**src/design/zsvf_pkg.sv**
```systemverilog
// Package for the trapezoidal state variable filter: widths, register
// indexes, filter modes, sequencer states, internal structs and saturation.
// Depends on nothing; every other design file imports it.
`default_nettype none

package zsvf_pkg;

   // Defaults for the top-level parameters.
   localparam int SAMPLE_BITS_DEF    = 24;
   localparam int COEF_FRAC_BITS_DEF = 24;

   // Integrator states and intermediate values are signed Q8.32.
   localparam int STATE_BITS      = 40;
   localparam int STATE_FRAC_BITS = 32;

   // Coefficient register widths.
   localparam int COEF_BITS  = 32;
   localparam int DAMP_BITS  = 27;
   localparam int NORM_BITS  = 25;
   localparam int MODE_BITS  = 2;

   // Shared multiplier: the 40-bit operand is split in two 20-bit halves.
   localparam int SPLIT_BITS   = STATE_BITS / 2;
   localparam int HI_BITS      = STATE_BITS - SPLIT_BITS;
   localparam int MUL_A_BITS   = SPLIT_BITS + 1;
   localparam int MUL_C_BITS   = COEF_BITS + 1;
   localparam int MUL_P_BITS   = MUL_A_BITS + MUL_C_BITS;
   localparam int LO_PROD_BITS = SPLIT_BITS + COEF_BITS;
   localparam int WIDE_BITS    = STATE_BITS + COEF_BITS;

   // Configuration port.
   localparam int CSR_INDEX_BITS = 2;
   localparam int CSR_DATA_BITS  = 32;

   typedef enum logic [CSR_INDEX_BITS-1:0] {
      REG_FILTER_MODE = 2'd0,
      REG_COEF_G      = 2'd1,
      REG_DAMPING     = 2'd2,
      REG_NORM_H      = 2'd3
   } reg_index_type;

   typedef enum logic [MODE_BITS-1:0] {
      MODE_LOWPASS  = 2'd0,
      MODE_HIGHPASS = 2'd1,
      MODE_BANDPASS = 2'd2,
      MODE_NOTCH    = 2'd3
   } mode_type;

   localparam logic [COEF_BITS-1:0] COEF_G_RESET  = 32'd109793;
   localparam logic [DAMP_BITS-1:0] DAMPING_RESET = 27'd33554432;
   localparam logic [NORM_BITS-1:0] NORM_H_RESET  = 25'd16564000;

   typedef struct packed {
      mode_type               mode;
      logic [COEF_BITS-1:0]   coef_g;
      logic [DAMP_BITS-1:0]   damping;
      logic [NORM_BITS-1:0]   norm_h;
   } cfg_type;

   typedef struct packed {
      logic                          start;
      logic signed [STATE_BITS-1:0]  operand;
      logic [COEF_BITS-1:0]          coef;
   } cmul_req_type;

   typedef struct packed {
      logic                          done;
      logic signed [STATE_BITS-1:0]  result;
   } cmul_rsp_type;

   typedef enum logic [1:0] {
      MUL_IDLE,
      MUL_LO,
      MUL_HI
   } mul_state_type;

   typedef enum logic [2:0] {
      ST_IDLE,
      ST_V3,
      ST_M1,
      ST_M2,
      ST_M3,
      ST_UPD,
      ST_M4,
      ST_OUT
   } seq_state_type;

   // Clamp a wide signed value to the signed 40-bit state range.
   function automatic logic signed [STATE_BITS-1:0] sat_state(
      input logic signed [WIDE_BITS-1:0] v);
      logic signed [STATE_BITS-1:0] r;
      if ((v[WIDE_BITS-1:STATE_BITS-1] == '0) || (v[WIDE_BITS-1:STATE_BITS-1] == '1)) begin
         r = v[STATE_BITS-1:0];
      end else if (v[WIDE_BITS-1]) begin
         r = {1'b1, {(STATE_BITS-1){1'b0}}};
      end else begin
         r = {1'b0, {(STATE_BITS-1){1'b1}}};
      end
      return r;
   endfunction

endpackage

`default_nettype wire

```
**src/design/zsvf_chan_if.sv**
```systemverilog
// Valid/ready channel interfaces for filter samples and filter results.
// Depends on zsvf_pkg for the default sample width.
`default_nettype none

interface zsvf_req_if
   import zsvf_pkg::*;
#(
   parameter int SAMPLE_BITS = SAMPLE_BITS_DEF
);
   logic                          valid;
   logic                          ready;
   logic signed [SAMPLE_BITS-1:0] sample;
   logic                          restart;
   logic                          end_of_block;

   modport source (output valid, sample, restart, end_of_block, input ready);
   modport sink   (input valid, sample, restart, end_of_block, output ready);
endinterface

interface zsvf_rsp_if
   import zsvf_pkg::*;
#(
   parameter int SAMPLE_BITS = SAMPLE_BITS_DEF
);
   logic                          valid;
   logic                          ready;
   logic signed [SAMPLE_BITS-1:0] filtered;
   logic                          clipped;
   logic                          end_of_block_out;

   modport source (output valid, filtered, clipped, end_of_block_out, input ready);
   modport sink   (input valid, filtered, clipped, end_of_block_out, output ready);
endinterface

`default_nettype wire

```
**src/design/zsvf_cmul.sv**
```systemverilog
// Shared coefficient multiplier: 40-bit signed operand times 32-bit unsigned
// coefficient, floor shift by the coefficient fraction width, 40-bit clamp.
// Depends on zsvf_pkg.
`default_nettype none

module zsvf_cmul
   import zsvf_pkg::*;
#(
   parameter int COEF_FRAC_BITS = COEF_FRAC_BITS_DEF
) (
   input  wire logic         clock,
   input  wire logic         reset,
   input  wire cmul_req_type req,
   output cmul_rsp_type      rsp
);

   mul_state_type                  state_ff, state_in;
   logic                           done_ff, done_in;
   logic signed [HI_BITS-1:0]      a_hi_ff, a_hi_in;
   logic [COEF_BITS-1:0]           c_ff, c_in;
   logic signed [MUL_P_BITS-1:0]   prod_ff, prod_in;
   logic [LO_PROD_BITS-1:0]        acc_ff, acc_in;
   logic signed [STATE_BITS-1:0]   result_ff, result_in;

   logic signed [MUL_A_BITS-1:0]   op_a;
   logic signed [MUL_C_BITS-1:0]   op_c;
   logic signed [WIDE_BITS-1:0]    hi_wide;
   logic signed [WIDE_BITS-1:0]    lo_wide;
   logic signed [WIDE_BITS-1:0]    sum_wide;

   // The single multiplier takes the low half (as a positive value) on the
   // start cycle and the signed high half in the next cycle.
   always_comb begin
      if (state_ff == MUL_LO) begin
         op_a = MUL_A_BITS'(a_hi_ff);
         op_c = {1'b0, c_ff};
      end else begin
         op_a = {1'b0, req.operand[SPLIT_BITS-1:0]};
         op_c = {1'b0, req.coef};
      end
   end

   assign prod_in  = op_a * op_c;
   assign hi_wide  = WIDE_BITS'(prod_ff) <<< SPLIT_BITS;
   assign lo_wide  = WIDE_BITS'(acc_ff);
   assign sum_wide = hi_wide + lo_wide;

   always_comb begin
      state_in = state_ff;
      case (state_ff)
         MUL_IDLE: if (req.start) state_in = MUL_LO;
         MUL_LO:   state_in = MUL_HI;
         MUL_HI:   state_in = MUL_IDLE;
         default:  state_in = MUL_IDLE;
      endcase
   end

   always_comb begin
      done_in   = 1'b0;
      a_hi_in   = a_hi_ff;
      c_in      = c_ff;
      acc_in    = acc_ff;
      result_in = result_ff;
      case (state_ff)
         MUL_IDLE: begin
            a_hi_in = req.operand[STATE_BITS-1:SPLIT_BITS];
            c_in    = req.coef;
         end
         MUL_LO: begin
            acc_in = prod_ff[LO_PROD_BITS-1:0];
         end
         MUL_HI: begin
            result_in = sat_state(sum_wide >>> COEF_FRAC_BITS);
            done_in   = 1'b1;
         end
         default: begin
            done_in = 1'b0;
         end
      endcase
   end

   always_ff @(posedge clock) begin
      if (reset) begin
         state_ff <= MUL_IDLE;
         done_ff  <= 1'b0;
      end else begin
         state_ff <= state_in;
         done_ff  <= done_in;
      end
   end

   always_ff @(posedge clock) begin
      a_hi_ff   <= a_hi_in;
      c_ff      <= c_in;
      prod_ff   <= prod_in;
      acc_ff    <= acc_in;
      result_ff <= result_in;
   end

   assign rsp.done   = done_ff;
   assign rsp.result = result_ff;

endmodule

`default_nettype wire

```
**src/design/zsvf_core.sv**
```systemverilog
// Sequencer and state datapath of the filter: integrators, saturating adds,
// product scheduling on the shared multiplier and output conversion.
// Depends on zsvf_pkg.
`default_nettype none

module zsvf_core
   import zsvf_pkg::*;
#(
   parameter int SAMPLE_BITS = SAMPLE_BITS_DEF
) (
   input  wire logic                     clock,
   input  wire logic                     reset,
   input  wire cfg_type                  cfg,
   input  wire logic                     in_fire,
   input  wire logic signed [SAMPLE_BITS-1:0] in_sample,
   input  wire logic                     in_restart,
   input  wire logic                     in_eob,
   output logic                          in_ready,
   output cmul_req_type                  mul_req,
   input  wire cmul_rsp_type             mul_rsp,
   output logic                          res_valid,
   input  wire logic                     res_take,
   output logic signed [SAMPLE_BITS-1:0] res_filtered,
   output logic                          res_clipped,
   output logic                          res_eob
);

   localparam int SHIFT = STATE_FRAC_BITS - (SAMPLE_BITS - 1);
   localparam logic signed [STATE_BITS-1:0] SMAX =
      (STATE_BITS'(1) <<< (SAMPLE_BITS - 1)) - STATE_BITS'(1);
   localparam logic signed [STATE_BITS-1:0] SMIN = -SMAX - STATE_BITS'(1);

   seq_state_type                 state_ff, state_in;
   logic signed [STATE_BITS-1:0]  ic1_ff, ic1_in;
   logic signed [STATE_BITS-1:0]  ic2_ff, ic2_in;
   logic signed [STATE_BITS-1:0]  x_ff, x_in;
   logic signed [STATE_BITS-1:0]  v1_ff, v1_in;
   logic signed [STATE_BITS-1:0]  v2_ff, v2_in;
   logic signed [STATE_BITS-1:0]  y_ff, y_in;
   logic                          eob_ff, eob_in;

   logic signed [STATE_BITS-1:0]  p;
   logic signed [STATE_BITS-1:0]  notch_val;
   logic signed [STATE_BITS-1:0]  y_shift;
   logic                          use_damping;

   assign p           = mul_rsp.result;
   assign use_damping = (cfg.mode == MODE_HIGHPASS) || (cfg.mode == MODE_NOTCH);
   assign notch_val   = sat_state(WIDE_BITS'(x_ff) - WIDE_BITS'(p));

   always_comb begin
      state_in = state_ff;
      case (state_ff)
         ST_IDLE: if (in_fire) state_in = ST_V3;
         ST_V3:   state_in = ST_M1;
         ST_M1:   if (mul_rsp.done) state_in = ST_M2;
         ST_M2:   if (mul_rsp.done) state_in = ST_M3;
         ST_M3:   if (mul_rsp.done) state_in = ST_UPD;
         ST_UPD:  state_in = use_damping ? ST_M4 : ST_OUT;
         ST_M4:   if (mul_rsp.done) state_in = ST_OUT;
         ST_OUT:  if (res_take) state_in = ST_IDLE;
         default: state_in = ST_IDLE;
      endcase
   end

   always_comb begin
      ic1_in          = ic1_ff;
      ic2_in          = ic2_ff;
      x_in            = x_ff;
      v1_in           = v1_ff;
      v2_in           = v2_ff;
      y_in            = y_ff;
      eob_in          = eob_ff;
      mul_req.start   = 1'b0;
      mul_req.operand = v1_ff;
      mul_req.coef    = cfg.coef_g;
      in_ready        = 1'b0;
      res_valid       = 1'b0;
      case (state_ff)
         ST_IDLE: begin
            in_ready = 1'b1;
            if (in_fire) begin
               x_in   = STATE_BITS'(in_sample) <<< SHIFT;
               eob_in = in_eob;
               if (in_restart) begin
                  ic1_in = '0;
                  ic2_in = '0;
               end
            end
         end
         ST_V3: begin
            mul_req.start   = 1'b1;
            mul_req.operand = sat_state(WIDE_BITS'(x_ff) - WIDE_BITS'(ic2_ff));
            mul_req.coef    = cfg.coef_g;
         end
         ST_M1: begin
            mul_req.start   = mul_rsp.done;
            mul_req.operand = sat_state(WIDE_BITS'(ic1_ff) + WIDE_BITS'(p));
            mul_req.coef    = COEF_BITS'(cfg.norm_h);
         end
         ST_M2: begin
            mul_req.start   = mul_rsp.done;
            mul_req.operand = p;
            mul_req.coef    = cfg.coef_g;
            if (mul_rsp.done) v1_in = p;
         end
         ST_M3: begin
            if (mul_rsp.done) v2_in = sat_state(WIDE_BITS'(ic2_ff) + WIDE_BITS'(p));
         end
         ST_UPD: begin
            ic1_in = sat_state((WIDE_BITS'(v1_ff) <<< 1) - WIDE_BITS'(ic1_ff));
            ic2_in = sat_state((WIDE_BITS'(v2_ff) <<< 1) - WIDE_BITS'(ic2_ff));
            mul_req.start   = use_damping;
            mul_req.operand = v1_ff;
            mul_req.coef    = COEF_BITS'(cfg.damping);
            y_in = (cfg.mode == MODE_LOWPASS) ? v2_ff : v1_ff;
         end
         ST_M4: begin
            if (mul_rsp.done) begin
               if (cfg.mode == MODE_HIGHPASS) begin
                  y_in = sat_state(WIDE_BITS'(notch_val) - WIDE_BITS'(v2_ff));
               end else begin
                  y_in = notch_val;
               end
            end
         end
         ST_OUT: begin
            res_valid = 1'b1;
         end
         default: begin
            in_ready = 1'b0;
         end
      endcase
   end

   // Floor conversion from Q8.32 to the sample format, then clamp.
   assign y_shift = y_ff >>> SHIFT;

   always_comb begin
      res_clipped  = 1'b0;
      res_filtered = y_shift[SAMPLE_BITS-1:0];
      if (y_shift > SMAX) begin
         res_filtered = SMAX[SAMPLE_BITS-1:0];
         res_clipped  = 1'b1;
      end else if (y_shift < SMIN) begin
         res_filtered = SMIN[SAMPLE_BITS-1:0];
         res_clipped  = 1'b1;
      end
   end

   assign res_eob = eob_ff;

   always_ff @(posedge clock) begin
      if (reset) begin
         state_ff <= ST_IDLE;
         ic1_ff   <= '0;
         ic2_ff   <= '0;
      end else begin
         state_ff <= state_in;
         ic1_ff   <= ic1_in;
         ic2_ff   <= ic2_in;
      end
   end

   always_ff @(posedge clock) begin
      x_ff   <= x_in;
      v1_ff  <= v1_in;
      v2_ff  <= v2_in;
      y_ff   <= y_in;
      eob_ff <= eob_in;
   end

endmodule

`default_nettype wire

```
**src/design/zdf_state_variable_filter_top.sv**
```systemverilog
// Every coefficient product goes through the single shared multiplier, and a
// new sample is taken only after the last result has left the core.
// Reset is synchronous and active high; it clears both integrators, loads
// the register reset values and empties the output stage.
`default_nettype none

// Top level of the trapezoidal state variable filter: configuration
// registers, result output register and the core/multiplier pair.
// Depends on zsvf_pkg, zsvf_chan_if, zsvf_cmul and zsvf_core.
module zdf_state_variable_filter_top
   import zsvf_pkg::*;
#(
   parameter int SAMPLE_BITS    = SAMPLE_BITS_DEF,
   parameter int COEF_FRAC_BITS = COEF_FRAC_BITS_DEF
) (
   input  wire logic                      clock,
   input  wire logic                      reset,
   zsvf_req_if.sink                       req_chan,
   zsvf_rsp_if.source                     rsp_chan,
   input  wire logic                      csr_we,
   input  wire logic [CSR_INDEX_BITS-1:0] csr_index,
   input  wire logic [CSR_DATA_BITS-1:0]  csr_wdata
);

   // Configuration registers, read by the core directly without a shadow copy.
   // Software must write these only while the filter is idle; not enforced.
   cfg_type cfg_ff, cfg_in;

   always_comb begin
      cfg_in = cfg_ff;
      if (csr_we) begin
         case (reg_index_type'(csr_index))
            REG_FILTER_MODE: cfg_in.mode    = mode_type'(csr_wdata[MODE_BITS-1:0]);
            REG_COEF_G:      cfg_in.coef_g  = csr_wdata[COEF_BITS-1:0];
            REG_DAMPING:     cfg_in.damping = csr_wdata[DAMP_BITS-1:0];
            REG_NORM_H:      cfg_in.norm_h  = csr_wdata[NORM_BITS-1:0];
            default:         cfg_in = cfg_ff;
         endcase
      end
   end

   always_ff @(posedge clock) begin
      if (reset) begin
         cfg_ff.mode    <= MODE_LOWPASS;
         cfg_ff.coef_g  <= COEF_G_RESET;
         cfg_ff.damping <= DAMPING_RESET;
         cfg_ff.norm_h  <= NORM_H_RESET;
      end else begin
         cfg_ff <= cfg_in;
      end
   end

   // Input side: the core takes a sample only while its sequencer is idle.
   logic in_ready;
   logic in_fire;

   assign req_chan.ready = in_ready;
   assign in_fire        = req_chan.valid && in_ready;

   // The core and the shared multiplier it schedules.
   cmul_req_type                  mul_req;
   cmul_rsp_type                  mul_rsp;
   logic                          res_valid;
   logic                          res_take;
   logic signed [SAMPLE_BITS-1:0] res_filtered;
   logic                          res_clipped;
   logic                          res_eob;

   zsvf_core #(
      .SAMPLE_BITS (SAMPLE_BITS)
   ) u_core (
      .clock        (clock),
      .reset        (reset),
      .cfg          (cfg_ff),
      .in_fire      (in_fire),
      .in_sample    (req_chan.sample),
      .in_restart   (req_chan.restart),
      .in_eob       (req_chan.end_of_block),
      .in_ready     (in_ready),
      .mul_req      (mul_req),
      .mul_rsp      (mul_rsp),
      .res_valid    (res_valid),
      .res_take     (res_take),
      .res_filtered (res_filtered),
      .res_clipped  (res_clipped),
      .res_eob      (res_eob)
   );

   zsvf_cmul #(
      .COEF_FRAC_BITS (COEF_FRAC_BITS)
   ) u_cmul (
      .clock (clock),
      .reset (reset),
      .req   (mul_req),
      .rsp   (mul_rsp)
   );

   // Output register. A finished result moves here when the register is empty
   // or its current content is leaving in this cycle's transfer, which frees
   // the core to take the next sample while the consumer stalls.
   logic                          rsp_valid_ff, rsp_valid_in;
   logic signed [SAMPLE_BITS-1:0] filtered_ff, filtered_in;
   logic                          clipped_ff, clipped_in;
   logic                          eob_out_ff, eob_out_in;

   assign res_take = res_valid && (!rsp_valid_ff || rsp_chan.ready);

   always_comb begin
      rsp_valid_in = rsp_valid_ff;
      filtered_in  = filtered_ff;
      clipped_in   = clipped_ff;
      eob_out_in   = eob_out_ff;
      if (res_take) begin
         rsp_valid_in = 1'b1;
         filtered_in  = res_filtered;
         clipped_in   = res_clipped;
         eob_out_in   = res_eob;
      end else if (rsp_chan.ready) begin
         rsp_valid_in = 1'b0;
      end
   end

   always_ff @(posedge clock) begin
      if (reset) begin
         rsp_valid_ff <= 1'b0;
      end else begin
         rsp_valid_ff <= rsp_valid_in;
      end
   end

   always_ff @(posedge clock) begin
      filtered_ff <= filtered_in;
      clipped_ff  <= clipped_in;
      eob_out_ff  <= eob_out_in;
   end

   assign rsp_chan.valid            = rsp_valid_ff;
   assign rsp_chan.filtered         = filtered_ff;
   assign rsp_chan.clipped          = clipped_ff;
   assign rsp_chan.end_of_block_out = eob_out_ff;

endmodule

`default_nettype wire
```
**src/flat_wrapper.sv**
```systemverilog
// flat-port wrapper written by rule: the top's interface ports become plain ports
module zdf_state_variable_filter_top_flat import zsvf_pkg::*;
#(
   parameter int SAMPLE_BITS    = SAMPLE_BITS_DEF,
   parameter int COEF_FRAC_BITS = COEF_FRAC_BITS_DEF
)
  (clock, reset, csr_we, csr_index, csr_wdata, req_chan_valid, req_chan_sample, req_chan_restart, req_chan_end_of_block, req_chan_ready, rsp_chan_valid, rsp_chan_filtered, rsp_chan_clipped, rsp_chan_end_of_block_out, rsp_chan_ready);
  zsvf_req_if #(.SAMPLE_BITS(SAMPLE_BITS)) req_chan_i ();
  zsvf_rsp_if #(.SAMPLE_BITS(SAMPLE_BITS)) rsp_chan_i ();
  input  wire logic clock;
  input  wire logic reset;
  input  wire logic csr_we;
  input  wire logic [CSR_INDEX_BITS-1:0] csr_index;
  input  wire logic [CSR_DATA_BITS-1:0] csr_wdata;
  input wire logic [$bits(req_chan_i.valid)-1:0] req_chan_valid;
  input wire logic [$bits(req_chan_i.sample)-1:0] req_chan_sample;
  input wire logic [$bits(req_chan_i.restart)-1:0] req_chan_restart;
  input wire logic [$bits(req_chan_i.end_of_block)-1:0] req_chan_end_of_block;
  output wire logic [$bits(req_chan_i.ready)-1:0] req_chan_ready;
  output wire logic [$bits(rsp_chan_i.valid)-1:0] rsp_chan_valid;
  output wire logic [$bits(rsp_chan_i.filtered)-1:0] rsp_chan_filtered;
  output wire logic [$bits(rsp_chan_i.clipped)-1:0] rsp_chan_clipped;
  output wire logic [$bits(rsp_chan_i.end_of_block_out)-1:0] rsp_chan_end_of_block_out;
  input wire logic [$bits(rsp_chan_i.ready)-1:0] rsp_chan_ready;
  assign req_chan_i.valid = req_chan_valid;
  assign req_chan_i.sample = req_chan_sample;
  assign req_chan_i.restart = req_chan_restart;
  assign req_chan_i.end_of_block = req_chan_end_of_block;
  assign req_chan_ready = req_chan_i.ready;
  assign rsp_chan_valid = rsp_chan_i.valid;
  assign rsp_chan_filtered = rsp_chan_i.filtered;
  assign rsp_chan_clipped = rsp_chan_i.clipped;
  assign rsp_chan_end_of_block_out = rsp_chan_i.end_of_block_out;
  assign rsp_chan_i.ready = rsp_chan_ready;
  zdf_state_variable_filter_top #(.SAMPLE_BITS(SAMPLE_BITS), .COEF_FRAC_BITS(COEF_FRAC_BITS)) u_core (.clock(clock), .reset(reset), .req_chan(req_chan_i), .rsp_chan(rsp_chan_i), .csr_we(csr_we), .csr_index(csr_index), .csr_wdata(csr_wdata));
endmodule
```
**config.mk**
```make
export PLATFORM = sky130hd
export DESIGN_NAME = zdf_state_variable_filter_top_flat
export DESIGN_NICKNAME = d
export VERILOG_FILES = /design/src/design/zsvf_pkg.sv /design/src/design/zsvf_chan_if.sv /design/src/design/zsvf_cmul.sv /design/src/design/zsvf_core.sv /design/src/design/zdf_state_variable_filter_top.sv /design/src/flat_wrapper.sv
export SDC_FILE = /design/constraint.sdc
export NUM_CORES = 2
export LEC_CHECK = 0
export BUFFER_PORTS_ARGS = -buffer_cell sky130_fd_sc_hd__buf_2
export CAP_MARGIN = 20
export CORE_MARGIN = 4
export CORE_UTILIZATION = 50
export CTS_CLUSTER_SIZE = 25
export DETAILED_ROUTE_END_ITERATION = 8
export GPL_TIMING_DRIVEN = 1
export HOLD_SLACK_MARGIN = 0.06
export PLACE_DENSITY_LB_ADDON = 0.3
export SLEW_MARGIN = 20
export SYNTH_ARGS = -nofsm -noshare
export SYNTH_HDL_FRONTEND = slang
export SYNTH_HIERARCHICAL = 1
export SYNTH_SLANG_ARGS = --single-unit
export TNS_END_PERCENT = 50
```
**constraint.sdc**
```tcl
create_clock -name clock -period 22.2 [get_ports clock]
set_input_delay 4.44 -clock clock [delete_from_list [all_inputs] [get_ports clock]]
set_output_delay 4.44 -clock clock [all_outputs]
set_load 0.02 [all_outputs]
```
==> impl_metrics.json <==
{
  "outcome": "completed",
  "vias_per_cell": 6.06,
  "setup_viol": 0,
  "wire_per_inst_um": 24.6,
  "slew_violations": 0,
  "fill_cells": 10700,
  "rrSetupSlack_ns": 8.65,
  "grt_pass1_vias": 51700,
  "synth_area_per_cell_um2": 8.64,
  "regArea_mm2": 0.0131,
  "ys_seq_elements": 511,
  "numCtsBuffers": 66,
  "antenna_left": 0,
  "yosys.area.top_type": "fa_1",
  "core_region_area_mm2": 0.117,
  "syn_inst": 6812,
  "wirelength_um": 206000,
  "grt_max_degree": 120,
  "gp_congestion": 1.02,
  "rsz0062_at_grt": "no",
  "synth_area_mm2": 0.0588,
  "synth_top_area_share_pct": 19.5,
  "nets": 7915,
  "die_area_mm2": 0.123,
  "multi_input_area_mm2": 0.0410,
  "rows": 125,
  "timing.rr.end": "u_core/u_cmul/prod_ff[47]$_DFF_P_",
  "cap_violations": 0,
  "synth.distinct_cells": 119,
  "cts_resized": 0,
  "grt_util_met2_pct": 54.9,
  "clock_sinks": 511,
  "grt_util_met1_pct": 39.8,
  "cp_max_fo": 31,
  "yosysWarnings": 6,
  "grt-ovfl-total": 0,
  "min_delay_path_depth": 0,
  "reg2reg_from": "u_core/u_cmul/result_ff[7]$_DFFE_PP_",
  "hp-start": "u_core/u_core/res_eob$_DFFE_PP_",
  "hold_viol_final": 0,
  "synthTopCellsByArea": "fa_1 (19%), edfxtp_1 (15%), ha_1 (10%), dfxtp_1 (7.7%), inv_1 (6.3%)",
  "vias": 50800,
  "syn_nets": 7933,
  "fin_crit_ns": 13.55,
  "async_flop_share_pct": 0,
  "antenna_found_initial": 8,
  "die_w_um": 351,
  "synth-edff-count": 286,
  "cpMostUsedCell": "fa_1",
  "period_share_pct": 61.0,
  "drc": 0,
  "cts_buffer_depth": 3,
  "worst-setup-path-type": "reg2reg",
  "yosysSeqAreaShare_pct": 22.3,
  "cp.arrival_ns": 14.08,
  "num_io_pins": 93,
  "start_util_pct": 50.5,
  "synth_ff_type": "edfxtp_1",
  "cts-root-buf": "clkbuf_16",
  "drt_iter0_markers": 4443,
  "crit_path_end_kind": "register",
  "fmax_mhz": 73.8,
  "relSlewSlack_pct": 19.7,
  "dieHeight_um": 351,
  "crit_required_ns": 22.73,
  "drive_gt1_share_pct": 5.87,
  "hp-class": "reg2reg",
  "dp_hpwl_um": 165000,
  "min_to": "u_core/rsp_chan.end_of_block_out$_DFFE_PP_",
  "cp-start-kind": "register",
  "track_usage_pct": 33.6,
  "worst_pin_slew_ns": 1.17,
  "cts_max_level": 3,
  "ctsHoldBuffers": 0,
  "setup_tns_ns": 0,
  "cts_tree": "yes",
  "top_usage_layer": "met2",
  "critPathMaxStageDelay_ns": 0.87,
  "critPathLaunch": "u_core/u_cmul/result_ff[7]$_DFFE_PP_",
  "reg2regPathDepth": 41,
  "critPathSlowestCell": "nand2_1",
  "post_cts_buffers": 0,
  "use_met3_pct": 6.21,
  "area_growth_pct": 7.28,
  "skew_ns": 0.0421,
  "port_buffers": 92,
  "cts.clk_slew.worst_paths_ns": 0.06,
  "clk_latency_ns": 0.68,
  "drtPass1Iterations": 7,
  "grt_pass1_wl_um": 313000
}
## sequential cells by signal (all words and copies together) (netlist names), 31 cells and up
register,cells
u_core/cfg_ff,86
u_core/u_cmul/prod_ff,52
u_core/u_cmul/result_ff,40
u_core/u_core/ic1_ff,40
u_core/u_core/ic2_ff,40
u_core/u_core/v1_ff,40
u_core/u_core/v2_ff,40
u_core/u_cmul/acc_ff,32
u_core/u_cmul/c_ff,32
u_core/u_core/y_ff,31
## logic make-up (layout without fill, tap and decap cells)
kind of cell	after synthesis	in the layout	share of synthesized area, %
compound gates	1552	1552	17.2
flops	511	511	22.3
other cells	0	3	0
mux	147	147	2.51
fa+ha+maj	1068	1068	30.0
xor+xnor	327	327	4.89
buf+inv	1257	1292	8.34
simple gates	1950	1950	14.9
## synthesized netlist by cell type, types with 157 or more instances
| master | number |
|---|---|
| xnor2_1 | 217 |
| edfxtp_1 | 286 |
| nand2b_1 | 157 |
| ha_1 | 484 |
| inv_1 | 985 |
| dfxtp_1 | 225 |
| nand2_1 | 787 |
| o21ai_0 | 347 |
| nor2_1 | 580 |
| fa_1 | 572 |
| a21o_1 | 211 |
| a21oi_1 | 449 |
| clkbuf_1 | 214 |
## how the worst max path moves through the flow
stage,to,slack [ns],cells past startpoint
after global routing,u_core/u_cmul/prod_ff[47]$_DFF_P_,8.25,41
after floorplan,u_core/u_cmul/prod_ff[48]$_DFF_P_,11.69,44
after global placement,u_core/u_cmul/prod_ff[48]$_DFF_P_,9.05,41
final,u_core/u_cmul/prod_ff[47]$_DFF_P_,8.65,41
after CTS,u_core/u_cmul/prod_ff[47]$_DFF_P_,8.96,41
after detailed placement,u_core/u_cmul/prod_ff[47]$_DFF_P_,9.02,41
## final cells by class
class                   instances  area share (%)
clock buffers                  85            2.93
inverters                     988            5.88
well taps                    1524            3.02
diodes                          3          0.0119
clock inverters                36           0.595
multi-input cells            5044            65.0
repair buffers                183            1.82
flip-flops and latches        511            20.7
## layout by cell type, fill, tap and decap left out, types with 14 or more instances in the layout
cell type | netlist | final
a211oi_1 | 42 | 41
a21o_1 | 211 | 210
a21oi_1 | 449 | 448
a221o_1 | 14 | 14
a221oi_1 | 57 | 57
a222oi_1 | 28 | 28
a22o_1 | 14 | 14
a22oi_1 | 23 | 23
a31oi_1 | 56 | 55
and2_1 | 45 | 44
and3_1 | 37 | 36
buf_2 | 26 | 91
buf_4 | 6 | 91
clkbuf_16 | 0 | 70
dfxtp_1 | 225 | 225
edfxtp_1 | 286 | 286
fa_1 | 572 | 572
ha_1 | 484 | 484
inv_1 | 985 | 985
mux2i_1 | 145 | 131
nand2_1 | 787 | 787
nand2b_1 | 157 | 156
nand3_1 | 108 | 108
nand4_1 | 39 | 39
nor2_1 | 580 | 574
nor2b_1 | 45 | 42
nor3_1 | 56 | 56
o211ai_1 | 27 | 27
o21a_1 | 60 | 60
o21ai_0 | 347 | 345
o21ai_1 | 14 | 14
o21ai_2 | 14 | 16
o21bai_1 | 50 | 50
o31ai_1 | 20 | 20
or3_1 | 17 | 17
xnor2_1 | 217 | 216
xor2_1 | 108 | 108
## metal layers
layer	share of wire [%]	up-vias	wire length, µm
met5	0.012	-	24
met4	8.9	4	18300
met3	8.2	677	16800
met2	46	2482	94200
met1	37	24800	76500
li1	-	22800	-
## per-stage QoR
step | instances | setup slack (ns) | hold slack [ns] | cell area (µm²) | util (%)
final | 8374 | 8.65 | 0.437 | 63100 | 54.2
after global routing | 8372 | 8.25 | 0.450 | 63100 | 54.2
after CTS | 8371 | 8.96 | 0.439 | 63100 | 54.2
after detailed placement | 8250 | 9.02 | 0.427 | 60900 | 52.3
after global placement | 8250 | 9.05 | 0.412 | 60900 | 52.2
after floorplan | 6812 | 11.69 | 0.400 | 58800 | -
## worst max-delay path: cells and delay by family, from the launching register on
family | cells | cell delay, ns
xor gates and xnor gates | 1 | 0.15
and+or+nand+nor | 11 | 3.18
buffers and inverters | 5 | 0.65
adders and majority gates | 9 | 4.51
AOI/OAI and AO/OA | 15 | 4.25
DFF | 1 | 0.62
Power is not shown: default switching activity piles up to over one toggle a cycle in this logic, so the estimate is an artifact.
